## config.mk

```make
export PLATFORM = sky130hd
export DESIGN_NAME = fpfir_mac
export DESIGN_NICKNAME = d
export VERILOG_FILES = /design/src/rtl/fpfir_pkg.sv /design/src/rtl/fpfir_mac.sv
export SDC_FILE = /design/constraint.sdc
export NUM_CORES = 2
export LEC_CHECK = 0
export BUFFER_PORTS_ARGS = -buffer_cell sky130_fd_sc_hd__buf_2
export CORE_MARGIN = 3
export CORE_UTILIZATION = 56
export DETAILED_ROUTE_END_ITERATION = 8
export PLACE_DENSITY = 0.84
export SLEW_MARGIN = 10
export SYNTH_ARGS = -nofsm -noshare
export SYNTH_HDL_FRONTEND = slang
export SYNTH_SLANG_ARGS = --single-unit
```

## constraint.sdc

```tcl
create_clock -name clk_i -period 6.12 [get_ports clk_i]
set_clock_uncertainty 0.1 [all_clocks]
set_input_delay 0.612 -clock clk_i [delete_from_list [all_inputs] [get_ports clk_i]]
set_output_delay 0.612 -clock clk_i [all_outputs]
set_load 0.02 [all_outputs]
```

## src/rtl/fpfir_pkg.sv

```systemverilog
// Shared constants, register codes and types of the fixed-point FIR filter.
// Used by fpfir_cell, fpfir_mac and fixed_point_fir_filter; depends on nothing.
`default_nettype none

package fpfir_pkg;

  localparam int DATA_W       = 32;
  localparam int PROD_W       = 2 * DATA_W;
  localparam int TAP_W        = 7;
  localparam int FRAC_W       = 5;
  localparam int IDX_W        = 6;
  localparam int MAX_TAPS_DEF = 64;

  localparam int APB_DATA_W = 32;
  localparam int APB_ADDR_W = 3;

  localparam logic [0:0] REG_TAP_COUNT = 1'b0;
  localparam logic [0:0] REG_FRAC_BITS = 1'b1;

  localparam logic MODE_SAMPLE = 1'b0;
  localparam logic MODE_COEF   = 1'b1;

  localparam logic [TAP_W-1:0]  TAP_COUNT_RST = 7'd64;
  localparam logic [FRAC_W-1:0] FRAC_BITS_RST = 5'd31;

  typedef enum logic [3:0] {
    S_IDLE  = 4'b0001,
    S_RUN   = 4'b0010,
    S_DRAIN = 4'b0100,
    S_DONE  = 4'b1000
  } state_e;

  typedef struct packed {
    logic shift;
    logic rotate;
  } cell_ctrl_t;

  typedef struct packed {
    logic clear;
    logic take;
  } mac_ctrl_t;

endpackage

`default_nettype wire

```

## src/rtl/fpfir_mac.sv

```systemverilog
// Registered 32x32 multiplier followed by arithmetic scaling and a wrapping accumulator.
// Depends on fpfir_pkg.
`default_nettype none

module fpfir_mac (
  input  wire logic                                clk_i,
  input  wire logic                                rst_ni,
  input  wire fpfir_pkg::mac_ctrl_t                ctrl_i,
  input  wire logic [fpfir_pkg::FRAC_W-1:0]        frac_bits_i,
  input  wire logic signed [fpfir_pkg::DATA_W-1:0] coef_i,
  input  wire logic signed [fpfir_pkg::DATA_W-1:0] sample_i,
  output logic signed [fpfir_pkg::DATA_W-1:0]      acc_o
);

  logic signed [fpfir_pkg::PROD_W-1:0] prod_q;
  logic                                take_q;
  logic signed [fpfir_pkg::PROD_W-1:0] scaled;
  logic signed [fpfir_pkg::DATA_W-1:0] acc_q, acc_d;

  always_ff @(posedge clk_i) begin
    prod_q <= coef_i * sample_i;
  end

  assign scaled = prod_q >>> frac_bits_i;

  always_comb begin
    acc_d = acc_q;
    priority if (ctrl_i.clear) begin
      acc_d = '0;
    end else if (take_q) begin
      acc_d = acc_q + scaled[fpfir_pkg::DATA_W-1:0];
    end
  end

  always_ff @(posedge clk_i or negedge rst_ni) begin
    if (!rst_ni) begin
      take_q <= 1'b0;
      acc_q  <= '0;
    end else begin
      take_q <= ctrl_i.take;
      acc_q  <= acc_d;
    end
  end

  assign acc_o = acc_q;

endmodule

`default_nettype wire

```

==> metrics.md <==
| Metric | Value |
|---|---|
| TritonCTS buffer count | `9` |
| Slew margin rel. | `0.2101` |
| Outcome | `finished, violations left` |
| Required @ worst endpoint | `6280 ps` |
| Largest net degree at the start of global routing | `55` |
| Final setup margin | `-1510 ps` |
| DR pass1 iterations | `6` |
| DRC Markers | `0` |
| R2R setup slack | `1530 ps` |
| Io pins | `105` |
| Fin crit period | `7630 ps` |
| Maxcap violations | `0` |
| Core area | `75200 um^2` |
| Worst Setup End Kind | `flip-flop` |
| Slew Limit Fails | `0` |
| Most frequent cell after synthesis | `fa_1` |
| Worst flop-to-flop path startpoint | `prod_q[30]$_DFF_P_` |
| Root buffer cell | `clkbuf_16` |
| Crit path launch | `coef_i[15]` |
| Number of hold violations in the final report | `0` |
| Crit path max fanout | `14` |
| Worst min path class | `in2async` |
| GRT Resource Usage Total | `0.3276` |
| HPWL Detailed | `98100 um` |
| CP Launch Type | `primary input` |
| Clock Sinks | `96` |
| Dpl cells | `5966` |
| Post-DR wirelength/cell | `23.42 um` |
| Sequential fraction of the synthesis area | `0.04864` |
| Number of global-route vias before repair | `39840` |
| Top_reg_cell synth | `dfxtp_1` |
| Die Y | `282.8 um` |
| Post-Synthesis Cell Area | `42910 um^2` |
| Post-Syn Nets | `5996` |
| #FFs+latches synth | `96` |
| Clock buffer depth | `2` |
| Clk pin slew, worst setup/hold paths | `90 ps` |
| Syn Area/Cell | `9.256 um^2` |
| Routed Antenna Nets | `0` |
| Final Wtd Congestion | `0.9377` |
| Share of cells above drive strength 1 | `0.2259` |
| DR iter-0 viols | `3852` |
| Synthesized instance count | `4636` |
| Clock latency at the later pin of the worst-skew pair | `370 ps` |
| Critical path destination | `prod_q[59]$_DFF_P_` |
| Dominant cells by area after synthesis | `fa_1 (50%), inv_1 (8.4%), and2_1 (7.3%)` |
| Total global routing overflow | `0` |
| Worst Hold Slack | `223.5 ps` |
| First-pass GRT wire length | `205900 um` |
| Detailed-route wire length | `142800 um` |
| Nets | `6428` |
| Die area | `79980 um^2` |
| Rows | `100` |
| Worst Path Arrival | `7790 ps` |
| Via count | `36660` |
| FFs w/ async S/R, synth | `0.3438` |
| CTS tree | `built` |
| Final TNS setup | `-52180 ps` |
| Final setup fails | `51` |
| Commonest cells in the netlist | `fa_1 (1074), inv_1 (957), nand2_1 (670)` |
| Synth cell types | `82` |
| Non-filler cells in the finished layout | `6095` |
| Setup WS pre-CTS | `-1861 ps` |
| Syn-to-layout area delta | `20.99%` |
| Final Cycle Share | `1.247` |
| Violations in the final reports | `negative setup slack` |
| Starting Density | `0.5706` |
| RSZ-0062 raised after global routing | `true` |
| Critical path class | `in2reg` |
| Warnings, synthesis | `0` |
| Post-synth EDFFs | `0` |
| Die X | `282.8 um` |
| H-tree Lvls | `3` |
| I/O Buffers | `104` |
| Slew @ Worst Pin | `1185 ps` |
| Worst r2r path cells | `15` |
| Initial antenna violation count | `3` |
| Post-synth top area cell | `fa_1` |
| Fmax | `131.1 MHz` |
| Number of vias per cell | `6.015` |
| Post-synth top area share | `0.5010` |
| R2R Path End | `acc_o[31]$_DFFE_PN0P_` |
## critical path, cell delays in order
cell,delay (ps)
buf_6,150
buf_4,160
and2_1,180
fa_1,540
fa_1,460
fa_1,540
inv_1,60
fa_1,370
inv_1,300
fa_1,510
fa_1,530
fa_1,500
fa_2,630
ha_4,240
a21oi_4,200
a21oi_2,90
o311ai_2,350
o31ai_4,150
a221o_1,400
o2111ai_4,300
a21boi_2,130
a221oi_2,260
xnor2_1,110
## metal layers
layer,vias up,GRT usage,share of wire
met4,4,0.1955,0.097
met2,2755,0.5680,0.48
met5,-,0,0.00016
met3,1124,0.05224,0.10
met1,18100,0.3866,0.32
li1,14680,-,-
## registers in the layout, summed over array words and instances, names as in the netlist
name / cells
take_q: 1
prod_q: 63
acc_o: 32
## cells by family (layout without fill, tap and decap cells)
| group | count (synthesis) | count (layout) | synth area share |
|---|---|---|---|
| simple gates | 1442 | 1442 | 0.1646 |
| fa+ha+maj | 1287 | 1287 | 0.5632 |
| buf+inv | 1222 | 1659 | 0.1082 |
| compound gates | 370 | 370 | 0.05657 |
| mux | 124 | 124 | 0.03948 |
| flops | 96 | 96 | 0.04864 |
| xor+xnor | 95 | 95 | 0.01939 |
| other cells | 0 | 2 | 0 |
## per-stage QoR
step           area, um^2    util
2_1_floorplan       43570       -
3_3_place_gp        47950  0.6377
3_5_place_dp        47950  0.6377
4_1_cts             50580  0.6727
5_1_grt             51910  0.6903
6_report            51920  0.6904
## how the worst min path moves through the flow
stage,from,endpoint,slack [ps],cells after the start
3_3_place_gp,acc_o[24]$_DFFE_PN0P_,acc_o[24]$_DFFE_PN0P_,420,2
3_5_place_dp,acc_o[24]$_DFFE_PN0P_,acc_o[24]$_DFFE_PN0P_,420,2
6_report,rst_ni,acc_o[9]$_DFFE_PN0P_,220,1
2_1_floorplan,rst_ni,acc_o[0]$_DFFE_PN0P_,220,0
4_1_cts,rst_ni,acc_o[12]$_DFFE_PN0P_,240,1
5_1_grt,ctrl_i[0],take_q$_DFF_PN0_,250,1
## layout make-up
class	instances	area [um^2]
multi-input cells	3318	38030
fillers	4795	23280
repair buffers	682	6578
inverters	961	3612
flip-flops and latches	96	2087
well taps	1020	1276
clock buffers	9	225.2
clock inverters	7	103.9
diodes	2	5.005
## cell usage in the layout (no fill, tap or decap), types with 15 or more instances in the layout
master     Yosys  layout
inv_1        957     907
dfrtp_1       33      33
fa_1        1074     987
fa_2           0      87
xor2_1        32      30
nor2b_1       34      32
nor2_1       105      98
ha_4           0      40
a21oi_2        1      21
buf_2         12      42
o21ai_0       82      62
buf_6          1     105
o211ai_1      22      22
nand3_1       36      31
clkbuf_16      0      16
inv_2          2      50
mux2i_1       77      77
buf_4          0     437
nand2_2        0      18
buf_8          0      30
a211oi_1      20      15
dfxtp_1       63      63
a21oi_4        0      15
mux4_2        35      35
a21o_1        43      43
ha_1         213     171
and2_4         0      54
a21oi_1      108      73
nand2_1      670     645
xnor2_1       63      53
and2_1       502     452
buf_12         0      50
## repair_timing
| action | 4_1_cts | 5_1_grt |
|---|---|---|
| buffers inserted | 75 | 50 |
| cloned | 4 | 7 |
| hold buffers | 0 | 0 |
| endpoints found under the setup margin | 51 | 50 |
| pin swaps | 223 | 188 |
| gates resized for setup | 426 | 236 |
Power is not shown: default switching activity piles up to over one toggle a cycle in this logic, so the estimate is an artifact.
