<file path="src/rtl/fpfir_pkg.sv">
// Shared constants, register codes and types of the fixed-point FIR filter.
// Used by fpfir_cell, fpfir_mac and fixed_point_fir_filter; depends on nothing.
`default_nettype none

package fpfir_pkg;

  localparam int DATA_W       = 32;
  localparam int PROD_W       = 2 * DATA_W;
  localparam int TAP_W        = 7;
  localparam int FRAC_W       = 5;
  localparam int IDX_W        = 6;
  localparam int MAX_TAPS_DEF = 64;

  localparam int APB_DATA_W = 32;
  localparam int APB_ADDR_W = 3;

  localparam logic [0:0] REG_TAP_COUNT = 1'b0;
  localparam logic [0:0] REG_FRAC_BITS = 1'b1;

  localparam logic MODE_SAMPLE = 1'b0;
  localparam logic MODE_COEF   = 1'b1;

  localparam logic [TAP_W-1:0]  TAP_COUNT_RST = 7'd64;
  localparam logic [FRAC_W-1:0] FRAC_BITS_RST = 5'd31;

  typedef enum logic [3:0] {
    S_IDLE  = 4'b0001,
    S_RUN   = 4'b0010,
    S_DRAIN = 4'b0100,
    S_DONE  = 4'b1000
  } state_e;

  typedef struct packed {
    logic shift;
    logic rotate;
  } cell_ctrl_t;

  typedef struct packed {
    logic clear;
    logic take;
  } mac_ctrl_t;

endpackage

`default_nettype wire

</file>
<file path="src/rtl/fpfir_cell.sv">
// One cell of the circulating chain: one delay-line sample and one coefficient.
// Depends on fpfir_pkg.
`default_nettype none

module fpfir_cell (
  input  wire logic                               clk_i,
  input  wire logic                               rst_ni,
  input  wire fpfir_pkg::cell_ctrl_t              ctrl_i,
  input  wire logic                               coef_we_i,
  input  wire logic signed [fpfir_pkg::DATA_W-1:0] coef_wdata_i,
  input  wire logic signed [fpfir_pkg::DATA_W-1:0] dly_prev_i,
  input  wire logic signed [fpfir_pkg::DATA_W-1:0] dly_next_i,
  input  wire logic signed [fpfir_pkg::DATA_W-1:0] coef_next_i,
  output logic signed [fpfir_pkg::DATA_W-1:0]      dly_o,
  output logic signed [fpfir_pkg::DATA_W-1:0]      coef_o
);

  logic signed [fpfir_pkg::DATA_W-1:0] dly_q, dly_d;
  logic signed [fpfir_pkg::DATA_W-1:0] coef_q, coef_d;

  always_comb begin
    dly_d  = dly_q;
    coef_d = coef_q;
    priority if (ctrl_i.shift) begin
      dly_d = dly_prev_i;
    end else if (ctrl_i.rotate) begin
      dly_d  = dly_next_i;
      coef_d = coef_next_i;
    end else if (coef_we_i) begin
      coef_d = coef_wdata_i;
    end
  end

  always_ff @(posedge clk_i or negedge rst_ni) begin
    if (!rst_ni) begin
      dly_q  <= '0;
      coef_q <= '0;
    end else begin
      dly_q  <= dly_d;
      coef_q <= coef_d;
    end
  end

  assign dly_o  = dly_q;
  assign coef_o = coef_q;

endmodule

`default_nettype wire

</file>
<file path="config.mk">
export PLATFORM = sky130hd
export DESIGN_NAME = fpfir_cell
export DESIGN_NICKNAME = d
export VERILOG_FILES = /design/src/rtl/fpfir_pkg.sv /design/src/rtl/fpfir_cell.sv
export SDC_FILE = /design/constraint.sdc
export NUM_CORES = 1
export LEC_CHECK = 0
export ABC_CLOCK_PERIOD_IN_PS = 1900
export BUFFER_PORTS_ARGS = -buffer_cell sky130_fd_sc_hd__buf_2
export CORE_MARGIN = 2
export CORE_UTILIZATION = 40
export CTS_CLUSTER_DIAMETER = 120
export DETAILED_ROUTE_END_ITERATION = 8
export GPL_ROUTABILITY_DRIVEN = 0
export PLACE_DENSITY = 0.76
export SKIP_CTS_REPAIR_TIMING = 1
export SLEW_MARGIN = 10
export SYNTH_ARGS = -nofsm -noshare
export SYNTH_HDL_FRONTEND = slang
export SYNTH_SLANG_ARGS = --single-unit
</file>
<file path="constraint.sdc">
create_clock -name clk_i -period 1.9 [get_ports clk_i]
set_input_delay 0.38 -clock clk_i [delete_from_list [all_inputs] [get_ports clk_i]]
set_output_delay 0.38 -clock clk_i [all_outputs]
set_load 0.02 [all_outputs]
</file>
==> flow_metrics.tcl, run 1 <==
set metrics [dict create \
    die_w_um 91.1 \
    synth_simple_gate_area_share_pct 8.78 \
    nFillCells 684 \
    grt_pass1_vias 2944 \
    status "finished clean" \
    worst_slew_pin_slew_ns 0.582 \
    r2r-start "coef_o[13]" \
    slowest_delay_ns 0.41 \
    synth_top_family_by_area "compound AO/OA/AOI/OAI gates" \
    min_path_type "primary input to async pin" \
    post-route-period-util_pct 67.5 \
    final-max-slew-violation-count 0 \
    path_cells "buf_2" \
    finalHoldViolations 0 \
    peakVddDrop_uv 333 \
    first_pass_iters 4 \
    critPathKind "flop to primary output" \
    synth-compound-area-share_pct 21.1 \
    place_inst 562 \
    mostFrequentLayoutCells "buf_2, dfrtp_1" \
    synthXorXnorAreaFrac_pct 0 \
    critPathLaunchType "flop" \
    period_needed_ns 1.28 \
    grt_max_degree 65 \
    die-height_um 91.1 \
    syn_nets 420 \
    via_count 2984 \
    io_pins 197 \
    placement_rows 31 \
    syn-cell-area_um2 3030 \
    dpl.hpwl_um 6200 \
    start_util_pct 41.6 \
    drv_cap 0 \
    cts_made_buffers 9 \
    clock.fmax_mhz 780 \
    ant_nets 0 \
    cp_max_fo 3 \
    muxShareOfSynthArea_pct 10.6 \
    drive_gt1_share_pct 45.7 \
    routed_via_density 5.16 \
    synth-seq-cells 64 \
    antenna_cells 0 \
    clock_sinks 64 \
    cts_tree "yes" \
    layout.cells.non_filler 578 \
    syn_to_final_growth_pct 38.5 \
    crit_required_ns 1.52 \
    cts_max_path_buffers 2 \
    portBuffers 196 \
    crit_path_end_kind "primary output" \
    relSlewSlack_pct 61.2 \
    dieArea_um2 8300 \
    synthCells 287 \
    h-tree-depth 3 \
    synth_cell_types 16 \
    fin_skew_ns 0 \
    critical_path_buf_inv_count 1 \
    hold_slack_ns 0.0588 \
    yosysWarnings 0 \
    core_um2 7290 \
    crit_family "flip-flops" \
    grt_pass1_wl_um 14000 \
    r2r_end "coef_o[13]" \
    synth_area_per_cell_um2 10.6 \
    seq_area_frac_synth_pct 52.8 \
    final_nets 607 \
    rsz0062_at_grt "no" \
    routed_wl_um 8640 \
    drc 0 \
    critPathSlowestCell "dfrtp_1" \
    p_total_mw 3.70 \
    wl_per_cell_um 14.9 \
    grt_use_total_pct 21.0 \
    ff2ff_path_depth 2 \
    yosys.area_share.adder_pct 0 \
    finalSetupTns_ns 0 \
    cp.arrival_ns 0.90 \
    setup_viol 0 \
    clk_latency_ns 0.32 \
    final_common_cell "buf_2" \
    overflow 0 \
    drt_iter0_markers 87 \
    antenna_found_initial 0 \
    clkTransAtPathRegs_ns 0.07 \
    power_density_nw_per_um2 881 \
    regToRegSetupSlack_ns 1.14 \
    cts_root_buf "clkbuf_8" \
    p_leak_nw 2.11 \
]
[worst max-delay path by stage]
stage          startpoint          to  cells past startpoint
2_1_floorplan   ctrl_i[0]  coef_o[10]                      5
3_3_place_gp    ctrl_i[0]  coef_o[24]                      5
3_5_place_dp    ctrl_i[0]   coef_o[4]                      5
4_1_cts        coef_o[14]  coef_o[14]                      1
5_1_grt        coef_o[28]  coef_o[28]                      1
6_report       coef_o[14]  coef_o[14]                      1
[final cells by class]
type,instances,area [µm²],area share [%]
sequential,64,1600,38.1
tap,99,124,2.95
timing repair buffer,203,1050,24.9
inverter,1,3.75,0.0893
clock inverter,3,40.0,0.953
multi-input combinational,195,1230,29.2
clock buffer,13,159,3.78
[registers in the layout, summed over array words and instances (netlist names)]
name    cells
dly_o      32
coef_o     32
[synthesized netlist by cell type]
library cell	number	area, µm²
nand2b_1	1	6.26
o32ai_1	32	280
o21ai_1	32	160
nand2_1	32	120
buf_4	4	30.0
clkbuf_1	4	15.0
buf_6	5	56.3
buf_2	11	55.1
or2_1	1	6.26
dfrtp_1	64	1600
inv_2	1	3.75
o22ai_1	32	200
mux2i_1	32	320
nor2_1	32	120
nand2b_4	1	13.8
buf_8	3	45.0
[stage by stage]
| stage | setup WS (ns) | area [µm²] | util [%] |
|---|---|---|---|
| after floorplan | 0.746 | 3030 | - |
| after global placement | 0.424 | 4000 | 54.9 |
| after detailed placement | 0.389 | 4000 | 54.9 |
| after CTS | 0.599 | 4200 | 57.6 |
| after global routing | 0.578 | 4200 | 57.6 |
| final | 0.618 | 4200 | 57.6 |
[metal layers]
metal	up-vias	part of all wire, %	global-route usage (%)
li1	1441	-	-
met1	1382	42	26.6
met2	147	49	34.9
met3	14	7.9	4.73
met4	0	1.6	8.21
met5	-	0	0
[logic make-up (layout without fill, tap and decap cells)]
| group | Yosys count | in the layout |
|---|---|---|
| compound gates | 96 | 96 |
| buf+inv | 28 | 220 |
| flops | 64 | 64 |
| mux | 32 | 32 |
| simple gates | 67 | 67 |
[where the power goes]
group | total (mW) | internal (mW) | switching (mW)
Combinational | 0.903 | 0.365 | 0.538
Clock | 1.16 | 0.675 | 0.481
Sequential | 1.64 | 1.53 | 0.112
Total | 3.70 | 2.57 | 1.13
Note: power is estimated with default switching activity, not from simulation.
==> run 2: changes to the inputs <==
--- a/config.mk
+++ b/config.mk
@@ -5,7 +5,7 @@
 export SDC_FILE = /design/constraint.sdc
 export NUM_CORES = 1
 export LEC_CHECK = 0
-export ABC_CLOCK_PERIOD_IN_PS = 1900
+export ABC_CLOCK_PERIOD_IN_PS = 1300
 export BUFFER_PORTS_ARGS = -buffer_cell sky130_fd_sc_hd__buf_2
 export CORE_MARGIN = 2
 export CORE_UTILIZATION = 40
==> constraint.sdc (replaced) <==
create_clock -name clk_i -period 1.3 [get_ports clk_i]
set_input_delay 0.26 -clock clk_i [delete_from_list [all_inputs] [get_ports clk_i]]
set_output_delay 0.26 -clock clk_i [all_outputs]
set_load 0.02 [all_outputs]
==> run 2 against run 1 <==
Critical path depth stayed put. Register-to-register slack lost 0.59 ns. Clock skew stayed put. Flip-flop and latch count unchanged. Sequential share of layout area is 0.14 points lower. Clock power is 25% higher. Combinational power rose by 47%. Utilization up 0.21 points. Largest cell class unchanged. Highest routed layer unchanged.
==> flow_metrics.tcl, run 2 (synthesized netlist as in run 1, its figures left out) <==
set metrics [dict create \
    routed_wl_um 8420 \
    first_pass_iters 4 \
    cts_tree "yes" \
    cts_root_buf "clkbuf_8" \
    dieArea_um2 8300 \
    finalHoldViolations 0 \
    p_total_mw 5.17 \
    mostFrequentLayoutCells "buf_2, dfrtp_1" \
    io_pins 197 \
    ant_nets 0 \
    grt_max_degree 65 \
    hold_slack_ns 0.144 \
    cp.arrival_ns 0.90 \
    clock_sinks 64 \
    worst_slew_pin_slew_ns 0.555 \
    critPathKind "flop to primary output" \
    cts_max_path_buffers 2 \
    antenna_found_initial 0 \
    cts_made_buffers 9 \
    dpl.hpwl_um 6080 \
    peakVddDrop_uv 623 \
    place_ws_ns 0.0437 \
    slowest_delay_ns 0.40 \
    post-route-period-util_pct 89.1 \
    via_count 3009 \
    power_density_nw_per_um2 1230 \
    drive_gt1_share_pct 45.4 \
    fin_skew_ns 0 \
    min_path_type "primary input to flop" \
    clkTransAtPathRegs_ns 0.07 \
    die_w_um 91.1 \
    layout.cells.non_filler 579 \
    crit_path_end_kind "primary output" \
    final_common_cell "buf_2" \
    relSlewSlack_pct 63.0 \
    critPathSlowestCell "dfrtp_1" \
    wl_per_cell_um 14.5 \
    period_needed_ns 1.16 \
    placed_cell_area_um2 4040 \
    status "finished clean" \
    drt_iter0_markers 130 \
    grt_pass1_wl_um 13700 \
    drv_cap 0 \
    h-tree-depth 3 \
    rsz0062_at_grt "no" \
    syn_to_final_growth_pct 39.0 \
    die-height_um 91.1 \
    placement_rows 31 \
    final_nets 608 \
    start_util_pct 41.6 \
    routed_via_density 5.20 \
    cp_max_fo 3 \
    grt_use_total_pct 20.4 \
    nFillCells 662 \
    p_leak_nw 2.11 \
    setup_viol 0 \
    final_cell_area_um2 4220 \
    core_um2 7290 \
    crit_required_ns 1.04 \
    fin_util_pct 57.8 \
    final-max-slew-violation-count 0 \
    critical_path_buf_inv_count 1 \
    crit_family "flip-flops" \
    drc 0 \
    clock.fmax_mhz 863 \
    path_cells "buf_2" \
    critPathLaunchType "flop" \
    place_inst 562 \
    clk_latency_ns 0.32 \
    grt_pass1_vias 2942 \
    finalSetupTns_ns 0 \
    overflow 0 \
    fin_ws_ns 0.141 \
    portBuffers 196 \
    antenna_cells 0 \
]
==> run 2: cell count changes in the layout (fill, tap and decap cells not counted), sizes merged <==
cell         previous run  this run
bufinv                  1         0
clkinvlp                0         1
dlygate4sd3             0         1
==> run 2: where the power goes <==
group	switching [mW]	internal, mW
clock	0.710	0.740
sequential	0.161	2.23
combinational	0.780	0.548
==> run 2: final cells by class <==
cell class                 instances  area [µm²]  share of cell area, %
sequential                        64        1600                   38.0
multi-input combinational        195        1230                   29.1
timing repair buffer             204        1090                   25.9
clock buffer                      13         149                   3.53
tap                               99         124                   2.94
clock inverter                     3        17.5                  0.415
inverter                           1        3.75                 0.0890
==> run 2: metal layers <==
layer	track usage, %	wire length, µm
met5	0	0
met4	9.34	178
met3	5.31	637
met2	34.6	4250
met1	24.2	3360
==> run 2: worst paths after layout <==
| check | cells after the start | slack [ns] | endpoint | startpoint |
|---|---|---|---|---|
| max | 1 | 0.14 | coef_o[15] | coef_o[15] |
| min | 3 | 0.14 | dly_o[24] | dly_prev_i[24] |
| max reg2reg | 2 | 0.55 | dly_o[11] | dly_o[11] |
| min reg2reg | 2 | 0.54 | dly_o[12] | dly_o[12] |
| max in group asynchronous | 3 | 0.54 | dly_o[20] | rst_ni |
| min in group asynchronous | 3 | 0.48 | dly_o[3] | rst_ni |
==> run 3: changes to the inputs <==
--- a/config.mk
+++ b/config.mk
@@ -7,6 +7,7 @@
 export LEC_CHECK = 0
 export ABC_CLOCK_PERIOD_IN_PS = 1300
 export BUFFER_PORTS_ARGS = -buffer_cell sky130_fd_sc_hd__buf_2
+export CORE_ASPECT_RATIO = 1.1
 export CORE_MARGIN = 2
 export CORE_UTILIZATION = 40
 export CTS_CLUSTER_DIAMETER = 120
==> run 3 against run 2 <==
Flip-flop and latch count unchanged. Hold slack got worse by 0.0056 ns. Clock skew unchanged. Power increased by 0.42%. Critical path depth unchanged. Combinational power about the same. Maximum frequency decreased by 0.75%. Setup slack got worse by 0.0088 ns. Die area about the same. Sequential power about the same.
==> flow_metrics.tcl, run 3 (synthesized netlist as in run 1, its figures left out) <==
set metrics [dict create \
    cp_max_fo 3 \
    period_needed_ns 1.17 \
    drv_cap 0 \
    grt_pass1_vias 2745 \
    crit_path_end_kind "primary output" \
    core_um2 7390 \
    mostFrequentLayoutCells "buf_2, dfrtp_1" \
    finalHoldViolations 0 \
    drive_gt1_share_pct 45.6 \
    post-route-period-util_pct 89.8 \
    critical_path_buf_inv_count 1 \
    setup_viol 0 \
    start_util_pct 41.1 \
    overflow 0 \
    antenna_found_initial 0 \
    h-tree-depth 3 \
    dieArea_um2 8300 \
    wl_per_cell_um 14.8 \
    hold_path_depth 3 \
    grt_use_total_pct 20.2 \
    hold_slack_ns 0.138 \
    final-max-slew-violation-count 0 \
    final_cell_area_um2 4210 \
    io_pins 197 \
    worst-path-stages 1 \
    dpl.hpwl_um 5890 \
    routed_wl_um 8390 \
    crit_required_ns 1.04 \
    drt_iter0_markers 118 \
    cts_tree "yes" \
    status "finished clean" \
    final_common_cell "buf_2" \
    cp.arrival_ns 0.91 \
    placement_rows 33 \
    cts_root_buf "clkbuf_8" \
    power_density_nw_per_um2 1230 \
    antenna_cells 0 \
    finalSetupTns_ns 0 \
    peakVddDrop_uv 662 \
    grt_pass1_wl_um 13000 \
    die_w_um 87.0 \
    cts_made_buffers 9 \
    min_path_type "primary input to flop" \
    cts_max_path_buffers 2 \
    place_inst 550 \
    critPathSlowestCell "dfrtp_1" \
    p_leak_nw 2.12 \
    clock_sinks 64 \
    ant_nets 0 \
    placed_cell_area_um2 4040 \
    first_pass_iters 5 \
    grt_max_degree 65 \
    critPathLaunchType "flop" \
    crit_family "flip-flops" \
    die-height_um 95.3 \
    worst_slew_pin_slew_ns 0.576 \
    via_count 2997 \
    clock.fmax_mhz 856 \
    nFillCells 669 \
    portBuffers 196 \
    drc 0 \
    final_nets 608 \
    path_cells "buf_2" \
    ff2ff_path_depth 2 \
    rsz0062_at_grt "no" \
    relSlewSlack_pct 61.6 \
    routed_via_density 5.29 \
    clk_latency_ns 0.32 \
    critPathKind "flop to primary output" \
    clkTransAtPathRegs_ns 0.07 \
    fin_skew_ns 0 \
    slowest_delay_ns 0.41 \
    syn_to_final_growth_pct 38.8 \
    layout.cells.non_filler 567 \
]
-- run 3: stage by stage --
step	total power, mW	util (%)	worst slack, ns
after floorplan	3.19	-	0.266
after global placement	3.74	54.6	0.0711
after detailed placement	3.78	54.6	0.0441
after CTS	5.25	56.9	0.113
after global routing	5.49	57.0	0.0860
final	5.19	57.0	0.132
-- run 3: path summary, 6_finish.rpt --
check	to	from	slack, ns
min in group asynchronous	coef_o[13]	rst_ni	0.50
min	dly_o[1]	dly_prev_i[1]	0.14
max in group asynchronous	dly_o[14]	rst_ni	0.53
max	coef_o[24]	coef_o[24]	0.13
min reg2reg	dly_o[0]	dly_o[0]	0.55
max reg2reg	dly_o[21]	dly_o[21]	0.53
-- run 3: per-layer routing --
metal / GRT usage (%) / up-vias / wire (µm)
li1: - / 1445 / -
met1: 25.1 / 1389 / 3360
met2: 33.6 / 151 / 4240
met3: 4.85 / 12 / 656
met4: 8.33 / 0 / 139
met5: 0 / - / 0
-- run 3: report_power, final --
group,switching [mW],internal [mW]
combinational,0.783,0.552
clock,0.724,0.732
sequential,0.169,2.23
-- run 3: cell type report --
type	instances	area, µm²	share of cell area (%)
clock inverters	4	20.0	0.475
repair buffers	204	1110	26.3
clock buffers	12	145	3.45
inverters	1	3.75	0.0891
flip-flops and latches	64	1600	38.0
well taps	87	109	2.58
multi-input cells	195	1230	29.1
